## config.mk

```make
export PLATFORM = sky130hd
export DESIGN_NAME = char_lcd_nibble_interface
export DESIGN_NICKNAME = d
export VERILOG_FILES = /design/src/rtl/clnib_pkg.sv /design/src/rtl/clnib_front.sv /design/src/rtl/clnib_queue.sv /design/src/rtl/clnib_back.sv /design/src/rtl/char_lcd_nibble_interface.sv
export SDC_FILE = /design/constraint.sdc
export NUM_CORES = 1
export LEC_CHECK = 0
export BUFFER_PORTS_ARGS = -buffer_cell sky130_fd_sc_hd__buf_4
export CORE_AREA = 2 2 183 185
export CTS_BUF_LIST = sky130_fd_sc_hd__clkbuf_4 sky130_fd_sc_hd__clkbuf_8
export CTS_CLUSTER_DIAMETER = 50
export DETAILED_ROUTE_END_ITERATION = 8
export DIE_AREA = 0 0 185 187
export PLACE_DENSITY_LB_ADDON = 0.08
export SLEW_MARGIN = 20
export SYNTH_ARGS = -nofsm -noshare
export SYNTH_HDL_FRONTEND = slang
export SYNTH_SLANG_ARGS = --single-unit
```

## constraint.sdc

```tcl
create_clock -name clk -period 6.1 [get_ports clk]
set_clock_uncertainty 0.2 [all_clocks]
set_input_delay 0 -clock clk [delete_from_list [all_inputs] [get_ports clk]]
set_output_delay 0 -clock clk [all_outputs]
set_load 0.01 [all_outputs]
```

## src/rtl/clnib_pkg.sv

```systemverilog
// Shared types and constants for the character LCD nibble interface.
// Used by the front, queue, back and top-level modules; no dependencies.
`default_nettype none

package clnib_pkg;

	localparam int MAX_DIGITS_DEF  = 5;
	localparam int DIGIT_CAP       = 6;
	localparam int QUEUE_DEPTH_DEF = 2;
	localparam int INIT_STROBES    = 14;

	typedef enum logic [2:0] {
		ACT_INIT   = 3'd0,
		ACT_CMD    = 3'd1,
		ACT_DATA   = 3'd2,
		ACT_CURSOR = 3'd3,
		ACT_PRINT  = 3'd4
	} action_t;

	localparam logic [7:0] CMD_HOME   = 8'h80;
	localparam logic [7:0] CHAR_ERROR = 8'h45;
	localparam logic [7:0] CHAR_ZERO  = 8'h30;

	localparam logic [7:0] ROW_BASE [4] = '{8'h80, 8'hC0, 8'h94, 8'hD4};

	// Three wake-up nibbles, the switch to 4-bit mode, then 0x28 0x01 0x06 0x0E 0x80.
	localparam logic [3:0] INIT_NIB [INIT_STROBES] = '{
		4'h3, 4'h3, 4'h3, 4'h2,
		4'h2, 4'h8, 4'h0, 4'h1, 4'h0, 4'h6, 4'h0, 4'hE, 4'h8, 4'h0
	};

	typedef struct packed {
		logic                        init;
		logic                        pfx;
		logic [7:0]                  pfx_byte;
		logic                        body_rs;
		logic [2:0]                  nbytes;
		logic [DIGIT_CAP-1:0][7:0]   body;
	} job_t;

endpackage

`default_nettype wire

```

## src/rtl/clnib_front.sv

```systemverilog
// Front end: accepts requests, classifies them and builds a strobe job.
// Decimal digits are extracted one per cycle. Depends on clnib_pkg.
`default_nettype none

module clnib_front
	import clnib_pkg::*;
#(
	parameter int MAX_DIGITS = MAX_DIGITS_DEF
) (
	input  wire logic        clk,
	input  wire logic        arst_n,
	input  wire logic        req_valid,
	output logic             req_stall,
	input  wire logic [2:0]  action,
	input  wire logic [7:0]  byte_value,
	input  wire logic [2:0]  row,
	input  wire logic [5:0]  column,
	input  wire logic [15:0] number,
	input  wire logic [2:0]  digit_count,
	output logic             push,
	output job_t             push_job,
	input  wire logic        queue_full
);

	typedef enum logic {
		S_IDLE,
		S_DIGITS
	} state_t;

	state_t     state_q;
	logic       job_valid_q;
	job_t       job_q;
	logic [15:0] v_q;
	logic [2:0]  k_q;

	logic        accept;
	logic        row_ok;
	logic [7:0]  cursor_cmd;
	logic        too_many;
	logic [2:0]  k_cap;
	logic [32:0] prod;
	logic [12:0] quot;
	logic [15:0] rem;
	job_t        job_new;
	logic        job_nonempty;

	assign req_stall = (state_q != S_IDLE) || job_valid_q;
	assign accept    = req_valid && !req_stall;
	assign push      = job_valid_q && !queue_full;
	assign push_job  = job_q;

	assign row_ok     = (row >= 3'd1) && (row <= 3'd4);
	assign cursor_cmd = ROW_BASE[2'(row - 3'd1)] + {2'b00, column} - 8'd1;
	assign too_many   = int'(digit_count) > MAX_DIGITS;
	assign k_cap      = (int'(digit_count) > DIGIT_CAP) ? 3'(DIGIT_CAP) : digit_count;

	// Divide by ten as a multiply by the reciprocal; exact over 16 bits.
	assign prod = {17'd0, v_q} * 33'd52429;
	assign quot = prod[31:19];
	assign rem  = v_q - ({3'b000, quot} * 16'd10);

	always_comb begin
		job_new      = '0;
		job_nonempty = 1'b0;
		case (action)
			ACT_INIT: begin
				job_new.init = 1'b1;
				job_nonempty = 1'b1;
			end
			ACT_CMD, ACT_DATA: begin
				job_new.body_rs = (action == ACT_DATA);
				job_new.nbytes  = 3'd1;
				job_new.body[0] = byte_value;
				job_nonempty    = 1'b1;
			end
			ACT_CURSOR: begin
				job_new.pfx      = row_ok;
				job_new.pfx_byte = cursor_cmd;
				job_nonempty     = row_ok;
			end
			ACT_PRINT: begin
				job_new.body_rs = 1'b1;
				if (row == 3'd0 || column == 6'd0) begin
					job_new.pfx      = 1'b1;
					job_new.pfx_byte = CMD_HOME;
				end else begin
					job_new.pfx      = row_ok;
					job_new.pfx_byte = cursor_cmd;
				end
				if (too_many) begin
					job_new.nbytes  = 3'd1;
					job_new.body[0] = CHAR_ERROR;
				end else begin
					job_new.nbytes = k_cap;
				end
				job_nonempty = job_new.pfx || (job_new.nbytes != 3'd0);
			end
			default: begin
				job_nonempty = 1'b0;
			end
		endcase
	end

	always_ff @(posedge clk or negedge arst_n) begin
		if (!arst_n) begin
			state_q     <= S_IDLE;
			job_valid_q <= 1'b0;
		end else begin
			if (push)
				job_valid_q <= 1'b0;
			case (state_q)
				S_IDLE: begin
					if (accept) begin
						job_q <= job_new;
						v_q   <= number;
						k_q   <= k_cap - 3'd1;
						if (action == ACT_PRINT && !too_many && k_cap != 3'd0)
							state_q <= S_DIGITS;
						else
							job_valid_q <= job_nonempty;
					end
				end
				S_DIGITS: begin
					// Digits come out least significant first, filled from the far end.
					job_q.body[k_q] <= CHAR_ZERO + {4'h0, rem[3:0]};
					v_q             <= {3'b000, quot};
					k_q             <= k_q - 3'd1;
					if (k_q == 3'd0) begin
						job_valid_q <= 1'b1;
						state_q     <= S_IDLE;
					end
				end
				default: begin
					state_q <= S_IDLE;
				end
			endcase
		end
	end

endmodule

`default_nettype wire

```

## src/rtl/clnib_queue.sv

```systemverilog
// Short job queue between front and back end, held in registers.
// Depends on clnib_pkg for the job type.
`default_nettype none

module clnib_queue
	import clnib_pkg::*;
#(
	parameter int DEPTH = QUEUE_DEPTH_DEF
) (
	input  wire logic clk,
	input  wire logic arst_n,
	input  wire logic push,
	input  job_t      push_job,
	output logic      full,
	input  wire logic pop,
	output job_t      head_job,
	output logic      empty
);

	localparam int PW = (DEPTH > 1) ? $clog2(DEPTH) : 1;
	localparam int CW = $clog2(DEPTH + 1);

	job_t            entry_q [DEPTH];
	logic [PW-1:0]   wr_ptr_q;
	logic [PW-1:0]   rd_ptr_q;
	logic [CW-1:0]   count_q;

	assign full     = (count_q == CW'(DEPTH));
	assign empty    = (count_q == '0);
	assign head_job = entry_q[rd_ptr_q];

	always_ff @(posedge clk) begin
		if (push && !full)
			entry_q[wr_ptr_q] <= push_job;
	end

	always_ff @(posedge clk or negedge arst_n) begin
		if (!arst_n) begin
			wr_ptr_q <= '0;
			rd_ptr_q <= '0;
			count_q  <= '0;
		end else begin
			if (push && !full)
				wr_ptr_q <= (wr_ptr_q == PW'(DEPTH - 1)) ? '0 : wr_ptr_q + 1'b1;
			if (pop && !empty)
				rd_ptr_q <= (rd_ptr_q == PW'(DEPTH - 1)) ? '0 : rd_ptr_q + 1'b1;
			case ({push && !full, pop && !empty})
				2'b10:   count_q <= count_q + 1'b1;
				2'b01:   count_q <= count_q - 1'b1;
				default: count_q <= count_q;
			endcase
		end
	end

endmodule

`default_nettype wire

```

## src/rtl/clnib_back.sv

```systemverilog
// Back end: steps through a job and emits one nibble strobe per cycle while the output is not
// stalled, into a registered output word. Depends on clnib_pkg.
`default_nettype none

module clnib_back
	import clnib_pkg::*;
(
	input  wire logic clk,
	input  wire logic arst_n,
	input  job_t      head_job,
	input  wire logic queue_empty,
	output logic      pop,
	output logic      strobe_valid,
	input  wire logic strobe_stall,
	output logic      reg_select,
	output logic [3:0] nibble,
	output logic      last
);

	logic       active_q;
	job_t       job_q;
	logic [3:0] step_q;
	logic [3:0] total_q;

	logic       advance;
	logic [3:0] j;
	logic [2:0] bidx;
	logic [7:0] cur_byte;
	logic       cur_rs;
	logic [3:0] cur_nib;
	logic [3:0] head_total;
	logic       is_last;

	assign pop     = !active_q && !queue_empty;
	assign advance = active_q && (!strobe_valid || !strobe_stall);
	assign is_last = (step_q == total_q - 4'd1);

	assign head_total = head_job.init ? 4'(INIT_STROBES)
		: ({3'b000, head_job.pfx} << 1) + {head_job.nbytes, 1'b0};

	always_comb begin
		j        = step_q - (job_q.pfx ? 4'd2 : 4'd0);
		bidx     = j[3:1];
		cur_byte = 8'h00;
		cur_rs   = 1'b0;
		if (job_q.pfx && step_q < 4'd2) begin
			cur_byte = job_q.pfx_byte;
			j        = step_q;
		end else if (int'(bidx) < DIGIT_CAP) begin
			cur_byte = job_q.body[bidx];
			cur_rs   = job_q.body_rs;
		end
		// A byte goes out high nibble first.
		cur_nib = j[0] ? cur_byte[3:0] : cur_byte[7:4];
		if (job_q.init) begin
			cur_rs  = 1'b0;
			cur_nib = (int'(step_q) < INIT_STROBES) ? INIT_NIB[step_q] : 4'h0;
		end
	end

	always_ff @(posedge clk or negedge arst_n) begin
		if (!arst_n) begin
			active_q     <= 1'b0;
			strobe_valid <= 1'b0;
		end else begin
			if (advance)
				strobe_valid <= 1'b1;
			else if (strobe_valid && !strobe_stall)
				strobe_valid <= 1'b0;
			if (pop) begin
				active_q <= 1'b1;
				job_q    <= head_job;
				step_q   <= '0;
				total_q  <= head_total;
			end else if (advance) begin
				reg_select   <= cur_rs;
				nibble       <= cur_nib;
				last         <= is_last;
				step_q       <= step_q + 4'd1;
				if (is_last)
					active_q <= 1'b0;
			end
		end
	end

endmodule

`default_nettype wire

```

## src/rtl/char_lcd_nibble_interface.sv

```systemverilog
// Character LCD 4-bit interface: requests in, register-select tagged nibble strobes out.
// The front end turns each accepted request into a job, extracting print digits one per cycle;
// the queue passes jobs on to the back end, which loads each job before its first strobe.
// Throughput: the back end emits one strobe per cycle unless the receiver stalls, up to 14 per
// request; the front end takes no new request until its job is pushed, so the back end sets it.
// Reset: asynchronous active-low arst_n empties the queue and idles both ends.
`default_nettype none

module char_lcd_nibble_interface
	import clnib_pkg::*;
#(
	parameter int MAX_DIGITS  = MAX_DIGITS_DEF,
	parameter int QUEUE_DEPTH = QUEUE_DEPTH_DEF
) (
	input  wire logic        clk,
	input  wire logic        arst_n,
	input  wire logic        req_valid,
	output logic             req_stall,
	input  wire logic [2:0]  action,
	input  wire logic [7:0]  byte_value,
	input  wire logic [2:0]  row,
	input  wire logic [5:0]  column,
	input  wire logic [15:0] number,
	input  wire logic [2:0]  digit_count,
	output logic             strobe_valid,
	input  wire logic        strobe_stall,
	output logic             reg_select,
	output logic [3:0]       nibble,
	output logic             last
);

	logic push;
	job_t push_job;
	logic queue_full;
	logic pop;
	job_t head_job;
	logic queue_empty;

	clnib_front #(
		.MAX_DIGITS(MAX_DIGITS)
	) u_front (
		.clk         (clk),
		.arst_n      (arst_n),
		.req_valid   (req_valid),
		.req_stall   (req_stall),
		.action      (action),
		.byte_value  (byte_value),
		.row         (row),
		.column      (column),
		.number      (number),
		.digit_count (digit_count),
		.push        (push),
		.push_job    (push_job),
		.queue_full  (queue_full)
	);

	clnib_queue #(
		.DEPTH(QUEUE_DEPTH)
	) u_queue (
		.clk      (clk),
		.arst_n   (arst_n),
		.push     (push),
		.push_job (push_job),
		.full     (queue_full),
		.pop      (pop),
		.head_job (head_job),
		.empty    (queue_empty)
	);

	clnib_back u_back (
		.clk          (clk),
		.arst_n       (arst_n),
		.head_job     (head_job),
		.queue_empty  (queue_empty),
		.pop          (pop),
		.strobe_valid (strobe_valid),
		.strobe_stall (strobe_stall),
		.reg_select   (reg_select),
		.nibble       (nibble),
		.last         (last)
	);

endmodule

`default_nettype wire

```

---- Yosys cells after proc, flatten, opt, wreduce, memory -nomap -nowiden ----
Memory sizes are Yosys's and may differ from the RTL's.
Index checks and enable logic that the tools add are counted.
storage, ports and cells
  flip-flop bits (word level) ............. 162
  memory bits (writable) .................. 124
  memory bits (read-only) ................. 64
  bits of input ports ..................... 43
  output and inout bits ................... 8
  word-level logic and storage cells ...... 176
  memories kept ........................... 2
operators by class
  add/sub/neg operators ................... 15
  multiply operators ...................... 2
  $lt $le $gt $ge ......................... 12
  eq/ne operators ......................... 9
  muxes and demuxes ....................... 54
  bitwise gates (word level) .............. 5
  reductions and logical operators ........ 42
memories
  name              depth  width  rd ports  clocked after Yosys merged registers in  write ports  RTL line           source
  u_queue.entry_q   2      62     1         0                                        1            clnib_queue.sv:23  job_t entry_q [DEPTH];
  (name not given)  16     4      1         0                                        0            clnib_back.sv:57   cur_nib = (int'(step_q) < INIT_STROBES) ? INIT_NIB[step_q] : 4'h0;
operators by type and width
  kind                    number
  $pmux 48 s2             1
  $bwmux 48               1
  $mux 48                 1
  $mux 8                  6
  $mul 16x16->32 const B  1
  $pmux 16 s2             1
  $bmux 8 s3              1
  $demux 8 s3             1
  $mux 4                  6
  $mux 1                  18
  $mux 9                  2
  $pmux 9 s2              1
  $bmux 8 s2              1
  $mux 16                 1
  $pmux 8 s2              1
  $mul 13x3->3 const B    1
  $logic_and 1x1->1       12
  $mux 3                  4
  $logic_not 3->1         3
  $add 8x6->8             1
  $lt 3x4->1 const B      2
  $pmux 4 s2              1
  $reduce_bool 2->1       4
  $sub 8x1->8 const B     1
  other kinds (43)        67

---- Longest topological paths before layout ----
Gate-level depths: netlist (run 1).
  word-level depth ........................ 14
  gate-level depth with buffers ........... 24
  mapped depth without buffers ............ 24

---- Cells and area by module ----
Synthesis (run 1) repeated with hierarchy kept, for this count alone.
unflattened totals
  cell total of the unflattened synthesis .. 1,243
  area, all modules ....................... 16,804.9 µm²
modules (own cells, without submodules)
  module       times used  cells an instance  area each (µm²)  sequential area each (µm²)
  clnib_front  1           838                8,613.3          2,482.4
  clnib_queue  1           211                4,971.0          3,823.7
  clnib_back   1           194                3,220.6          2,212.1

---- Least setup slack after synthesis (run 1) ----
OpenSTA, ideal clock, no wires.
  path kind ............................... reg2reg
  from .................................... register u_front.v_q[0]
  to ...................................... register u_front.job_q (netlist bit u_front.push_job[11]), data pin
  arrival ................................. 6,098 ps
  path slack .............................. -480 ps
  stages on the path, launching flop included .. 25
  path buffers ............................ 0
  path through ............................ edfxtp_1 -> ha_1 -> ha_1 -> inv_1 -> fa_1 -> inv_1 -> fa_1 -> fa_1 -> inv_1 -> fa_1 -> inv_1 -> ha_1 -> a21oi_2 -> o21ai_2 -> a2111oi_4 -> a21oi_2 -> nand2b_2 -> xor2_1 -> ha_1 -> inv_1 -> fa_1 -> xor2_1 -> xnor3_2 -> xnor2_2 -> o22ai_1
on the way
  cells in the longest elaborated chain, start to end .. 6
ends and longest elaborated chain
  what                    RTL line            source
  start, declared         clnib_front.sv:33   logic [15:0] v_q;
  start signal, assigned  clnib_front.sv:115  v_q <= number;
  start signal, assigned  clnib_front.sv:126  v_q <= {3'b000, quot};
  $mul 16x16->32          clnib_front.sv:58   assign prod = {17'd0, v_q} * 33'd52429;
  $mul 13x3->3            clnib_front.sv:60   assign rem = v_q - ({3'b000, quot} * 16'd10);
  $sub 4x4->4 (*)         clnib_front.sv:60
  $add 6x4->7 (*)         clnib_front.sv:125  job_q.body[k_q] <= CHAR_ZERO + {4'h0, rem[3:0]};
  $bwmux 48 (*)           clnib_front.sv:125
  $pmux 48 s2 (*)         clnib_front.sv:111  case (state_q)
  end signal, assigned    clnib_front.sv:114  job_q <= job_new;
  end, declared           clnib_front.sv:32   job_t job_q;
Every way passes the cells marked *; elsewhere a longest branch is shown, timed or not.
A chain may end at the register's enable or synchronous reset.

---- Worst setup path after layout (run 1) ----
  from .................................... register u_front.v_q[2]
  to ...................................... register u_front.job_q (netlist bit u_front.push_job[11]), data pin
The elaborated chain is that of the path after synthesis.

==> flow_summary.ini, run 1 <==
[synth]
yosysMostFrequentCell = edfxtp_1
synth-seq-cells = 285
synth-seq-area-share_pct = 52.6
synth_top_area_share_pct = 51.4
synth_common_cells = edfxtp_1, inv_1, ha_1, fa_1, nand2_1
syn_nets = 1469
syn_avg_cell_area_sq_um = 13.6
netlist_area_sq_um = 16200
synth_edf_count = 277
ys_warn_count = 0
yosysTopAreaCell = edfxtp_1
ys_types = 68
ys.flop_type = edfxtp_1
syn_inst = 1192
async_reset_ff_share_pct = 2.81
synthTopCellsByArea = edfxtp_1, ha_1, fa_1

[timing]
setup_ws_ps = -338
drv_slew = 0
fin_crit_sh_pct = 106
slew_headroom_pct = 28.9
finalHoldViolCount = 0
setup_tns_ps = -2240
rsz0062_at_grt = yes
fmax_mhz = 155
tightestPinTransition_ps = 1060
hold_ws_ps = 72.7
setup_viol = 12
min_period_ps = 6440

[layout]
areaGrowthSynthToFinish_pct = 23.4
num_antenna_cells = 0
post-route-util_pct = 60.8
instances_no_fill = 1911
drive_gt1_share_pct = 27.2
nets = 1707
fill_cells = 2652

[clock_tree]
clkSlewWorstSetupHoldPaths_ps = 60
cts_tree = built
cts_buffers = 48
root_buffer = clkbuf_8
clockBufferDepth = 3
cts_sinks = 285
insertion_delay_ps = 570
htree_levels = 2

[routing]
drtAntennaViolNets = 0
drt-total-wl_mm = 36.0
drtIter0Drc = 499
vias_per_cell = 5.08
wire_per_inst_microns = 18.8
drt_pass1_iterations = 5
drc = 0
vias = 9717

[die]
coreArea_sq_um = 32900
die_w_microns = 185
start_util_pct = 49.2
fp-row-count = 67
dieArea_sq_um = 34600
die_h_microns = 187
pin_count = 51

[status]
status = finished with violations
violations = setup timing

[setup_path]
crit_path_max_fanout = 6
crit_top_cell = fa_1
criticalPathCategory = flip-flop to flip-flop
worstPathRequired_ps = 6170
cpMaxStageDelayCell = fa_1
path_cells = buf_4 -> ha_4 -> xor2_2 -> ha_1 -> fa_1 -> fa_1 -> fa_1 -> inv_1 -> fa_1 -> inv_1 -> ha_1 -> o2111ai_4 -> or2_1 -> a21oi_2 -> nand2b_4 -> xor2_2 -> ha_2 -> inv_2 -> fa_2 -> xor2_1 -> xnor3_2 -> xnor2_4 -> o22ai_1
worstSetupEndpointType = flip-flop
startpoint_type = flip-flop
crit_arrival_ps = 6510
ff2ff_setup_slack_ps = -340
slowest_delay_ps = 540

[placed_design]
place_hpwl_mm = 25.0
io_buffer_count = 50
dp.cells = 1733
gp_congestion = 0.894

[global_routing]
grt_pass1_vias = 10300
antenna_found_initial = 0
grt_max_degree = 64
grt_usage_pct = 21.6
grt_pass1_wl_mm = 56.5
grt_overflow = 0

[hold_path]
min_path_type = primary input to flip-flop

[job]
cap_violations = 0
[routing by layer]
| metal | global-route usage (%) | wire [microns] |
|---|---|---|
| met4 | 6.50 | 782 |
| met3 | 3.17 | 1550 |
| met2 | 37.1 | 18200 |
| met5 | 0 | 0 |
| met1 | 28.4 | 15500 |
[sequential cells by signal (all words and copies together) (netlist names), 2 cells and up]
register          cells
u_front.v_q          16
u_queue.count_q       2
u_back.step_q         4
u_back.nibble         4
u_queue.entry_q     124
u_front.push_job     62
u_back.total_q        3
u_front.k_q           3
u_back.job_q         59
[kinds of logic (layout without fill, tap and decap cells)]
family	count (synthesis)	count (layout)	share of synthesized area [%]
multiplexers	91	91	6.83
AND/OR/NAND/NOR	205	205	6.10
XOR/XNOR	39	39	2.30
flip-flops	285	285	52.6
adder cells (fa/ha/maj)	234	234	21.9
buffers and inverters	222	493	5.18
AO/OA/AOI/OAI	116	116	5.06
[cells in the final DEF, fill, tap and decap left out, types with 5 or more instances in the layout]
| master | n |
|---|---|
| a211oi_1 | 7 |
| a21o_1 | 13 |
| a21oi_1 | 22 |
| a21oi_2 | 6 |
| and2_1 | 5 |
| and3_1 | 11 |
| buf_4 | 153 |
| buf_6 | 8 |
| clkbuf_4 | 17 |
| clkbuf_8 | 49 |
| clkinv_1 | 7 |
| dfrtp_1 | 7 |
| dlygate4sd3_1 | 61 |
| edfxtp_1 | 277 |
| fa_1 | 79 |
| ha_1 | 126 |
| ha_4 | 23 |
| inv_1 | 173 |
| inv_2 | 14 |
| mux2_2 | 64 |
| mux2i_1 | 16 |
| mux4_2 | 9 |
| nand2_1 | 64 |
| nand2b_1 | 6 |
| nand3_1 | 12 |
| nor2_1 | 55 |
| nor2b_1 | 9 |
| nor3_1 | 10 |
| o21ai_0 | 17 |
| o31ai_1 | 8 |
| xnor2_1 | 20 |
| xor2_1 | 13 |
[through the flow]
stage,setup slack [ps],area (sq um)
5_1_grt,-563,20000
2_1_floorplan,-158,16300
3_5_place_dp,-451,17700
6_report,-338,20000
3_3_place_gp,-312,17700
4_1_cts,-251,19700
[repair_timing]
| action | 4_1_cts | 5_1_grt |
|---|---|---|
| setup endpoints to repair | 18 | 20 |
| hold buffers | 61 | 0 |
| pin swaps | 55 | 42 |
| setup buffers | 26 | 9 |
| resized for setup | 41 | 35 |
| endpoints found under the hold margin | 88 | 0 |
[area by class of cell]
class                   instances  area, sq um  share of cell area [%]
clock buffers                  66          802                    4.02
well taps                     448          561                    2.81
flip-flops and latches        285         8520                    42.7
inverters                     188          708                    3.55
clock inverters                17          191                   0.959
repair buffers                222         1850                    9.26
multi-input cells             685         7340                    36.8
[critical path, delay by kind of cell (launching register included)]
kind | cells | cell delay (ps)
compound gates | 3 | 360
buf+inv | 4 | 300
flops | 1 | 400
xor+xnor | 5 | 1050
fa+ha+maj | 9 | 3380
simple gates | 2 | 410
[path summary, 6_finish.rpt]
check / startpoint / to / depth (start not counted)
worst max-delay path: u_front.v_q[2]$_DFFE_PP_ / u_front.push_job[11]$_SDFFCE_PN0P_ / 23
min in group asynchronous: arst_n / u_back.strobe_valid$_DFFE_PN0P_ / 3
max in group asynchronous: arst_n / u_queue.rd_ptr_q$_DFFE_PN0P_ / 3
worst min register to register: u_front.push_job[7]$_DFFE_PP_ / u_queue.entry_q[0][7]$_DFFE_PP_ / 0
worst max register to register: u_front.v_q[2]$_DFFE_PP_ / u_front.push_job[11]$_SDFFCE_PN0P_ / 23
worst min-delay path: number[7] / u_front.v_q[7]$_DFFE_PP_ / 3
Power of run 1 is not shown: default switching activity piles up to over one toggle a cycle in this logic, so the estimate is an artifact.
==> run 2: changes to the inputs <==
--- a/config.mk
+++ b/config.mk
@@ -6,11 +6,11 @@
 export NUM_CORES = 1
 export LEC_CHECK = 0
 export BUFFER_PORTS_ARGS = -buffer_cell sky130_fd_sc_hd__buf_4
-export CORE_AREA = 2 2 183 185
+export CORE_AREA = 2 2 219 156
 export CTS_BUF_LIST = sky130_fd_sc_hd__clkbuf_4 sky130_fd_sc_hd__clkbuf_8
 export CTS_CLUSTER_DIAMETER = 50
 export DETAILED_ROUTE_END_ITERATION = 8
-export DIE_AREA = 0 0 185 187
+export DIE_AREA = 0 0 221 158
 export PLACE_DENSITY_LB_ADDON = 0.08
 export SLEW_MARGIN = 20
 export SYNTH_ARGS = -nofsm -noshare
==> run 2 against run 1 <==
  * The run still ends with setup timing left
  * Critical path depth fell by 2
  * Die area up 0.93%
  * Routed wire length grew 2.1%
  * Setup slack worse by 7.7 ps
  * Final area is 1.2% lower
  * Register-to-register slack about the same
  * First-iteration DRC count grew 25%
  * Sequential cell count stayed put
  * Clock-buffer cell count shrank 1
  * Largest cell class unchanged
==> flow_summary.ini, run 2 (synthesis gave the netlist of run 1 again) <==
[routing]
drt-total-wl_mm = 36.7
drt_pass1_iterations = 5
vias_per_cell = 5.10
drtAntennaViolNets = 0
maxUsedRoutingLayer = met4
wl_met1_mm = 19.8
vias = 9587
dr_wl_met2_mm = 14.4
wl_met3_mm = 2.03
drc = 0
wire_per_inst_microns = 19.5
drtIter0Drc = 626

[setup_path]
r2r_cells = 21
crit_family = adder cells
path_depth = 21
worstSetupEndpointType = flip-flop
criticalPathCategory = flip-flop to flip-flop
path_buf_inv = 3
worstPathRequired_ps = 6160
r2r-end = u_front.push_job[27]$_SDFFCE_PN0P_
cpMaxStageDelayCell = fa_1
crit_top_cell = fa_1
slowest_delay_ps = 520
ff2ff_setup_slack_ps = -350
crit_path_max_fanout = 6
crit_arrival_ps = 6510
timing.rr.start = u_front.v_q[7]$_DFFE_PP_
path_cells = ha_4 -> inv_1 -> fa_1 -> inv_1 -> fa_1 -> fa_1 -> fa_1 -> fa_1 -> ha_4 -> o2111ai_2 -> or2_1 -> a21oi_2 -> nand2b_4 -> xor2_2 -> ha_2 -> inv_2 -> fa_2 -> xor2_1 -> xnor3_2 -> xnor2_4 -> o31ai_1
startpoint_type = flip-flop

[die]
fp-row-count = 56
pin_count = 51
coreArea_sq_um = 33000
dieArea_sq_um = 34900
start_util_pct = 49.0
die_h_microns = 158
die_w_microns = 221

[placed_design]
place_hpwl_mm = 26.5
io_buffer_count = 50
dp_slack_ps = -459
gp_congestion = 0.878

[global_routing]
grt_pass1_vias = 9580
grt_max_degree = 61
grt_pass1_wl_mm = 56.5
antenna_found_initial = 1
grt_usage_pct = 21.6
grt_overflow = 0

[clock_tree]
clkSlewWorstSetupHoldPaths_ps = 60
htree_levels = 2
root_buffer = clkbuf_8
cts_sinks = 285
insertion_delay_ps = 570
clockBufferDepth = 3
cts_buffers = 46
cts_tree = built

[status]
violations = setup timing
status = finished with violations

[timing]
finalHoldViolCount = 0
tightestPinTransition_ps = 1020
drv_slew = 0
slew_headroom_pct = 31.9
fmax_mhz = 155
setup_viol = 9
setup_ws_ps = -346
fin_crit_sh_pct = 106
rsz0062_at_grt = yes
setup_tns_ps = -2130
min_period_ps = 6450

[layout]
drive_gt1_share_pct = 26.1
largest_reg_flops = 124
post-route-util_pct = 59.8
top_register = u_queue.entry_q
nets = 1687
final_common_cell = edfxtp_1
layout_common_cells = edfxtp_1, inv_1, buf_4
num_antenna_cells = 0
areaGrowthSynthToFinish_pct = 21.9

[hold_path]
hold_start = number[15]
min_path_type = primary input to flip-flop
hold-path-cell-count = 3
hold_end = u_front.v_q[15]$_SDFFCE_PP0P_

[job]
cap_violations = 0
==> run 2: changes by cell type in the layout (fill, tap and decap cells not counted), sizes merged <==
cell / delta
buf: -18
bufinv: -3
clkbuf: -1
clkinv: +2
clkinvlp: +1
inv: -1
==> run 2: worst min-delay path: cells and delay by family <==
kind                   cells  cell delay, ps
AND/OR/NAND/NOR            1             100
buffers and inverters      2             630
==> run 2: repair_timing <==
| action | in CTS | in global routing |
|---|---|---|
| buffers inserted | 13 | 8 |
| resized for setup | 34 | 36 |
| hold buffers | 61 | 0 |
| endpoints found under the setup margin | 18 | 20 |
| pin swaps | 43 | 40 |
| hold endpoints to repair | 85 | 0 |
| cloned | 0 | 0 |
==> run 2: how the worst max path moves through the flow <==
stage	slack, ps	to	startpoint
final	-350	u_front.push_job[27]$_SDFFCE_PN0P_	u_front.v_q[7]$_DFFE_PP_
after global routing	-520	u_front.push_job[19]$_SDFFCE_PN0P_	u_front.v_q[7]$_DFFE_PP_
after CTS	-310	u_front.push_job[11]$_SDFFCE_PN0P_	u_front.v_q[11]$_DFFE_PP_
after detailed placement	-460	u_front.push_job[11]$_SDFFCE_PN0P_	u_front.v_q[1]$_DFFE_PP_
after global placement	-330	u_front.push_job[11]$_SDFFCE_PN0P_	u_front.v_q[3]$_DFFE_PP_
after floorplan	-160	u_front.push_job[11]$_SDFFCE_PN0P_	u_front.v_q[2]$_DFFE_PP_
==> run 2: final cells by class <==
class	count	area (sq um)
Clock buffer	65	795
Clock inverter	16	104
Fill cell	2608	13300
Inverter	188	706
Multi-Input combinational cell	685	7340
Sequential cell	285	8520
Tap cell	435	544
Timing Repair Buffer	204	1720
==> run 2: stage by stage <==
step | instance area [sq um] | hold WS, ps | instances
after floorplan | 16300 | -496 | 1192
after global placement | 17600 | -326 | 1716
after detailed placement | 17600 | -324 | 1716
after CTS | 19400 | 47.0 | 1871
after global routing | 19700 | 96.7 | 1878
final | 19700 | 77.7 | 1878
==> run 2: layer usage <==
layer	GRT usage (%)	vias up
met5	0	-
met4	4.57	0
met3	4.38	52
met2	29.3	199
met1	35.2	4712
li1	-	4624
Power of run 2 is left out for the same reason.
==> run 3: changes to the inputs <==
--- a/config.mk
+++ b/config.mk
@@ -5,7 +5,7 @@
 export SDC_FILE = /design/constraint.sdc
 export NUM_CORES = 1
 export LEC_CHECK = 0
-export BUFFER_PORTS_ARGS = -buffer_cell sky130_fd_sc_hd__buf_4
+export BUFFER_PORTS_ARGS = -buffer_cell sky130_fd_sc_hd__buf_2
 export CORE_AREA = 2 2 219 156
 export CTS_BUF_LIST = sky130_fd_sc_hd__clkbuf_4 sky130_fd_sc_hd__clkbuf_8
 export CTS_CLUSTER_DIAMETER = 50
==> run 3 against run 2 <==
  * The run still ends with setup timing left
  * Global-route usage is 0.059 points higher
  * Register-to-register slack worse by 40 ps
  * Sequential share of layout area is 0.72 points higher
==> flow_summary.ini, run 3 (synthesis gave the netlist of run 1 again) <==
[setup_path]
startpoint_type = flip-flop
worstPathRequired_ps = 6160
timing.rr.start = u_front.v_q[11]$_DFFE_PP_
cpMaxStageDelayCell = fa_1
crit_start = u_front.v_q[11]$_DFFE_PP_
criticalPathCategory = flip-flop to flip-flop
crit_arrival_ps = 6540
worstSetupEndpointType = flip-flop
crit_family = adder cells
path_buf_inv = 6
crit_path_max_fanout = 6
slowest_delay_ps = 540

[timing]
drv_slew = 0
setup_ws_ps = -381
setup_viol = 11
rsz0062_at_grt = yes
setup_tns_ps = -3040
tightestPinTransition_ps = 1000
fmax_mhz = 154
slew_headroom_pct = 33.1
fin_crit_sh_pct = 106
finalHoldViolCount = 0
min_period_ps = 6480

[routing]
drt_pass1_iterations = 5
drtIter0Drc = 635
drc = 0
drtAntennaViolNets = 0
drt-total-wl_mm = 36.7
vias = 9613
maxUsedRoutingLayer = met4
wl_met3_mm = 2.70
wire_per_inst_microns = 19.6
wl_met1_mm = 19.8
dr_wl_met2_mm = 13.9
vias_per_cell = 5.14

[status]
status = finished with violations
violations = setup timing

[layout]
num_antenna_cells = 0
fin_area_sq_um = 19400
areaGrowthSynthToFinish_pct = 19.9
layout_common_cells = edfxtp_1, inv_1, ha_1
fill_cells = 2676
multi_input_area_sq_um = 7220
drive_gt1_share_pct = 24.6
final_common_cell = edfxtp_1
seq_area_sq_um = 8520
top_register = u_queue.entry_q
largest_reg_flops = 124
nets = 1680

[global_routing]
grt_usage_pct = 21.7
grt_max_degree = 61
grt_pass1_wl_mm = 56.7
antenna_found_initial = 0
grt_overflow = 0
grt_pass1_vias = 9508

[clock_tree]
clkSlewWorstSetupHoldPaths_ps = 70
cts_buffers = 42
insertion_delay_ps = 550
clockBufferDepth = 3
htree_levels = 2
cts_sinks = 285
root_buffer = clkbuf_8
cts_tree = built

[die]
die_w_microns = 221
coreArea_sq_um = 33000
start_util_pct = 49.0
dieArea_sq_um = 34900
pin_count = 51
fp-row-count = 56
die_h_microns = 158

[hold_path]
hold_start = column[4]
min_path_type = primary input to flip-flop

[placed_design]
dp_slack_ps = -593
place_area_sq_um = 17500
place_hpwl_mm = 26.7
io_buffer_count = 50
gp_congestion = 0.912

[job]
cap_violations = 0
-- run 3: through the flow --
step	std cells	utilization, %	hold WS (ps)
detailed placement	1719	53.1	-262
global route	1869	58.8	69.2
floorplan	1192	-	-496
finish	1869	58.8	50.7
CTS	1867	58.5	33.8
global placement	1719	53.1	-267
-- run 3: area by class of cell --
| cell class | instances | area share (%) |
|---|---|---|
| flip-flops and latches | 285 | 43.9 |
| multi-input cells | 685 | 37.2 |
| repair buffers | 201 | 8.04 |
| inverters | 188 | 3.64 |
| clock buffers | 54 | 3.54 |
| well taps | 435 | 2.81 |
| clock inverters | 21 | 0.871 |
-- run 3: tightest hold or removal path: stages --
cell and delay, ps:
buf_2 90, inv_1 40, ha_1 180, inv_1 50
ha_1 170, xnor2_1 80, nor2_1 80
-- run 3: metal layers --
layer	up-vias	GRT usage, %
met2	238	28.2
met4	0	3.23
li1	4614	-
met1	4730	35.6
met5	-	0
met3	31	6.11
-- run 3: final timing paths --
| kind | slack, ps | to | cells after the start |
|---|---|---|---|
| worst max-delay path | -380 | u_front.push_job[11]$_SDFFCE_PN0P_ | 25 |
| worst min-delay path | 50 | u_front.push_job[57]$_SDFFCE_PP0P_ | 7 |
| worst max register to register | -380 | u_front.push_job[11]$_SDFFCE_PN0P_ | 25 |
| worst min register to register | 240 | u_queue.entry_q[0][0]$_DFFE_PP_ | 0 |
| max in group asynchronous | 4850 | u_queue.rd_ptr_q$_DFFE_PN0P_ | 3 |
| min in group asynchronous | 490 | u_back.strobe_valid$_DFFE_PN0P_ | 3 |
-- run 3: repair_timing --
action                                 4_1_cts  5_1_grt
pin swaps                                   41       14
setup endpoints to repair                   20       20
gates resized for setup                     37       14
hold buffers                                59        0
endpoints found under the hold margin       80        0
setup buffers                               14        2
Power of run 3 is left out for the same reason.
